### src/rtl/core/ilid_pkg.sv
// shared types, codes and widths for the indexed list core
package ilid_pkg;

	localparam int CAPACITY_DEF = 64;

	localparam int CMD_W    = 2;
	localparam int INDEX_W  = 7;
	localparam int VALUE_W  = 32;
	localparam int STATUS_W = 2;
	localparam int LENGTH_W = 7;

	localparam logic [CMD_W-1:0] CMD_READ   = 2'd0;
	localparam logic [CMD_W-1:0] CMD_UPDATE = 2'd1;
	localparam logic [CMD_W-1:0] CMD_INSERT = 2'd2;
	localparam logic [CMD_W-1:0] CMD_DELETE = 2'd3;

	localparam logic [STATUS_W-1:0] ST_DONE    = 2'd0;
	localparam logic [STATUS_W-1:0] ST_INVALID = 2'd1;
	localparam logic [STATUS_W-1:0] ST_FULL    = 2'd2;

	// broadcast to every cell of the row
	typedef struct packed {
		logic               we;
		logic [CMD_W-1:0]   cmd;
		logic [INDEX_W-1:0] index;
		logic [VALUE_W-1:0] value;
	} cell_ctrl_t;

endpackage

### src/rtl/core/ilid_cell.sv
// one word of the list: holds, loads, or takes a neighbor's word
module ilid_cell #(
	parameter int POS = 0
) (
	input  logic                             clk,
	input  ilid_pkg::cell_ctrl_t             ctrl,
	input  logic [ilid_pkg::VALUE_W-1:0]     left_word,
	input  logic [ilid_pkg::VALUE_W-1:0]     right_word,
	output logic [ilid_pkg::VALUE_W-1:0]     word,
	output logic [ilid_pkg::VALUE_W-1:0]     rd_word
);

	localparam int PB = $clog2(POS + 1);
	localparam int PW = (PB > ilid_pkg::INDEX_W) ? PB : ilid_pkg::INDEX_W;
	localparam logic [PW-1:0] POS_V = PW'(POS);

	logic [ilid_pkg::VALUE_W-1:0] data_q;
	logic [PW-1:0]                idx_w;
	logic                         hit;
	logic                         above;

	assign idx_w = PW'(ctrl.index);
	assign hit   = (idx_w == POS_V);
	assign above = (POS_V > idx_w);

	always_ff @(posedge clk) begin
		if (ctrl.we) begin
			unique case (ctrl.cmd)
				ilid_pkg::CMD_READ: begin
					data_q <= data_q;
				end
				ilid_pkg::CMD_UPDATE: begin
					if (hit) data_q <= ctrl.value;
				end
				ilid_pkg::CMD_INSERT: begin
					if (hit) data_q <= ctrl.value;
					else if (above) data_q <= left_word;
				end
				ilid_pkg::CMD_DELETE: begin
					if (hit || above) data_q <= right_word;
				end
			endcase
		end
	end

	assign word    = data_q;
	assign rd_word = hit ? data_q : '0;

endmodule

### config.mk
export PLATFORM = sky130hd
export DESIGN_NAME = ilid_cell
export DESIGN_NICKNAME = d
export VERILOG_FILES = /design/src/rtl/core/ilid_pkg.sv /design/src/rtl/core/ilid_cell.sv
export SDC_FILE = /design/constraint.sdc
export NUM_CORES = 1
export LEC_CHECK = 0
export ABC_AREA = 1
export BUFFER_PORTS_ARGS = -buffer_cell sky130_fd_sc_hd__buf_2
export CAP_MARGIN = 5
export CORE_ASPECT_RATIO = 0.7
export CORE_UTILIZATION = 44
export DETAILED_ROUTE_END_ITERATION = 8
export PLACE_DENSITY = 0.81
export SYNTH_ARGS = -nofsm -noshare
export SYNTH_HDL_FRONTEND = slang
export SYNTH_SLANG_ARGS = --single-unit
export TNS_END_PERCENT = 1
### constraint.sdc
create_clock -name clk -period 3.27 [get_ports clk]
set_input_delay 0.4905 -clock clk [delete_from_list [all_inputs] [get_ports clk]]
set_output_delay 0.4905 -clock clk [all_outputs]
set_load 0.01 [all_outputs]
### After elaboration in Yosys (flattened, before gate mapping)

Cells that the tools add are included.

* flip-flop bits (word level): 32
* input port bits: 107
* output and inout bits: 64
* word-level logic and storage cells: 19

* $lt $le $gt $ge: 1
* equality and inequality tests: 6
* mux-type cells: 6
* bitwise logic cells: 1
* reductions and logical operators: 4

Operators by type and width (count)
* 32-bit 2-to-1 mux: 5
* 32-bit one-hot mux with 3 select lines: 1
* 1-bit by 7-bit > comparator with 1-bit output (first input constant): 1
* 7-bit logical NOT: 1
* 5-bit AND reduction: 1
* 2-bit == test (second input constant): 2
* 2-bit inequality test (second input constant): 2
* 3-bit inequality test (second input constant): 1
* 2-bit by 1-bit == test with 1-bit output (second input constant): 1
* 2-bit logical NOT: 1
* 1-bit logical OR: 1
* 1-bit inverter: 1

### Depth between registers and ports, before layout

* depth in word-level cells: 4
* mapped depth: 7
* gate-level depth less buffers: 6

### Worst setup path after synthesis

Ideal clock, no wire load.

* path type: in2reg
* from: input ctrl[39] (netlist bit)
* to: register data_q (netlist bit word[0]) (enable)
* setup time: 0.421 ns
* arrival time: 2.278 ns
* required time: 2.849 ns
* slack: 0.571 ns
* stages: 4
* path buffers: 2
* cells stage by stage: buf_2 buf_2 o21ai_0 nor2_1

* word-level cells in the longest chain between the ends: 3
* elaborated cells on any way between the ends: 9
* classes of those cells: 6 x eq/ne; 1 x bitwise; 2 x reduce/logical

RTL lines
* from (decl): line ilid_cell.sv:6 `input ilid_pkg::cell_ctrl_t ctrl,`
* 2-bit == test, or another cell as far along: line ilid_cell.sv:28 `unique case (ctrl.cmd)`
* 3-bit inequality test (no line), or another cell as far along
* 5-bit AND reduction (no line) *
* to (signal assigned): line ilid_cell.sv:30 `data_q <= data_q;`
* to (signal assigned): line ilid_cell.sv:33 `if (hit) data_q <= ctrl.value;`
* to (signal assigned): line ilid_cell.sv:36 `if (hit) data_q <= ctrl.value;`
* to (decl): line ilid_cell.sv:17 `logic [ilid_pkg::VALUE_W-1:0] data_q;`

Every way passes the cells marked *; elsewhere a longest branch is shown, timed or not.
A chain may end at the register's enable or synchronous reset.

### Final worst setup path

* from: input ctrl[36] (netlist bit)
* to: output rd_word[31] (netlist bit)

* word-level cells in the longest chain between the ends: 2

RTL lines
* 7-bit logical NOT: line ilid_cell.sv:23 `assign hit = (idx_w == POS_V);`
* 32-bit 2-to-1 mux: line ilid_cell.sv:47 `assign rd_word = hit ? data_q : '0;`
* to (decl): line ilid_cell.sv:10 `output logic [ilid_pkg::VALUE_W-1:0] rd_word`

Every way passes these cells.

==> results.toml <==
[cts]
clk_pin_slew_ns = 0.07
cts_hold_buf = 0
cts_setup_buffers = 0
cts_resized = 0
numCtsBuffers = 5
cts_buffer_depth = 2
cts_root_buf = "clkbuf_8"
htreeDepth = 2
cts_sinks = 32
cts_tree = "yes"

[critical_path]
start_kind = "primary input"
cp_max_fo = 33
crit_family = "buffers and inverters"
cp.required_ns = 2.78
crit_end = "rd_word[31]"
cp_num_cells = 8
crit_buf_inv = 4
worstSetupStartpoint = "ctrl[36]"
critPathSlowestCell = "nand2_4"
worstSetupEndpointType = "output port"
crit_type = "primary input to output port"
arrival_ns = 1.82
max_stage_delay_ns = 0.46
path_cells = "buf_2, nor2_1, nand2_2, buf_4, clkinv_2, nand2_4, nor2_1, buf_2"

[cells_and_area]
num-fill-cells = 576
final_layout_size_suffix_gt1_share_pct = 38.08
final_common_cell = "buf_2"
antennaDiodeCount = 0
multi_input_area_sq_um = 1191
seqCellArea_sq_um = 960.9
largest_reg_flops = 32
fin_nets = 690
area_growth_pct = 30.18
finalCoreUtilization_pct = 59.62
final_cell_mix = "buf_2, inv_1, nand3_1"

[timing]
setup_viol = 0
fin_crit_ns = 2.314
drv_slew = 0
max_slew_margin_pct = 52.78
tns_ns = 0
setup_ws_ns = 0.9558
min_period_over_period_pct = 70.77
rsz0062_at_grt = "false"
finalHoldViolCount = 0
tightest_slew_ns = 0.7075
fmax_mhz = 432.1

[placed_design]
dp_slack_ns = 0.9131
dp_hpwl_um = 5630
port_buffers = 170
gp_congestion = 0.8157

[job]
max-cap-violations = 0

[floorplan]
io_pins = 171
rows = 24
core_sq_um = 6246
die_h_um = 69.46
start_util_pct = 45.79
die-area_sq_um = 6832
die_w_um = 98.37

[routing]
vias = 3166
ant_nets = 0
wl_per_cell_um = 11.79
dr.pass1.iters = 9
drtIter0Drc = 144
drcViolationCount = 10
totalWireLength_um = 7796
avgViaCountPerCell = 4.790

[min_path]
hold_class = "primary input to register"

[global_route]
grt_max_degree = 65
grt.overflow.total = 0
grt_pass1_vias = 2834
grt.total_usage_pct = 22.69
grt_pass1_wl_um = 12570
antenna_found_initial = 0

[synth]
synth_area_sq_um = 2860
synth.avg_cell_area_sq_um = 6.667
yosysWarnings = 0
synthesis.nets = 536
synth_cell_types = 17
syn_inst = 429
synth_seq_cells = 32
seq_area_frac_synth_pct = 33.60

[run_status]
violations = "DRC"
status = "finished with violations"

[power]
power_mw = 0.9407
vdd_ir_drop_max_mv = 0.1259
p_leak_nw = 2.149
powerDensity_nw_per_um2 = 252.6
-- power breakdown --
part	internal [mW]	leakage, nW	switching (mW)	total (mW)
sequential	0.458	0.276	0.000626	0.458
clock	0.145	0.0410	0.134	0.279
combinational	0.0883	1.83	0.116	0.204
-- through the flow --
stage	hold slack (ns)	cell area (sq um)	std cells
floorplan	0.7709	2860	429
global placement	0.8672	3646	654
detailed placement	0.8738	3646	654
CTS	0.5853	3724	661
global route	0.6097	3724	661
finish	0.5911	3724	661
-- synth_stat cells --
cell	instances	area share [%]
inv_1	130	17
nand3_1	96	17
o21ai_0	65	11
edfxtp_1	32	34
nand2_1	32	4.2
nor2_2	31	6.8
buf_6	9	3.5
buf_2	7	1.2
buf_4	7	1.8
nor2_1	6	0.79
clkbuf_1	3	0.39
clkbuf_2	3	0.52
nand2_2	3	0.66
inv_2	2	0.26
clkinv_2	1	0.17
nand2_4	1	0.39
nor2_4	1	0.39
-- layer usage --
layer  GRT usage, %  share of wire, %  vias up
li1               -                 -     1625
met1          28.83                42     1377
met2          40.61                47      158
met3          3.730               9.4        6
met4          4.975              0.81        0
met5              0                 0        -
-- worst min-delay path by stage --
| stage | from | to | slack (ns) | depth (start not counted) |
|---|---|---|---|---|
| after floorplan | left_word[0] | word[0]$_DFFE_PP_ | 0.77 | 4 |
| after global placement | left_word[10] | word[10]$_DFFE_PP_ | 0.87 | 5 |
| after detailed placement | right_word[20] | word[20]$_DFFE_PP_ | 0.87 | 5 |
| after CTS | left_word[25] | word[25]$_DFFE_PP_ | 0.59 | 5 |
| after global routing | right_word[10] | word[10]$_DFFE_PP_ | 0.61 | 5 |
| final | left_word[25] | word[25]$_DFFE_PP_ | 0.59 | 5 |
-- logic make-up (layout without fill, tap and decap cells) --
kind of cell	count (synthesis)	count (layout)	share of synthesized area, %
compound gates	65	65	11.37
simple gates	170	170	30.01
flops	32	32	33.60
buf+inv	162	316	25.02
-- layout make-up --
cell class | count | share of cell area (%)
multi-input combinational | 235 | 31.99
sequential | 32 | 25.81
timing repair buffer | 176 | 24.06
inverter | 133 | 13.44
tap | 78 | 2.621
clock buffer | 6 | 1.949
clock inverter | 1 | 0.1344
No activity file was read; power rests on OpenSTA's default activity.
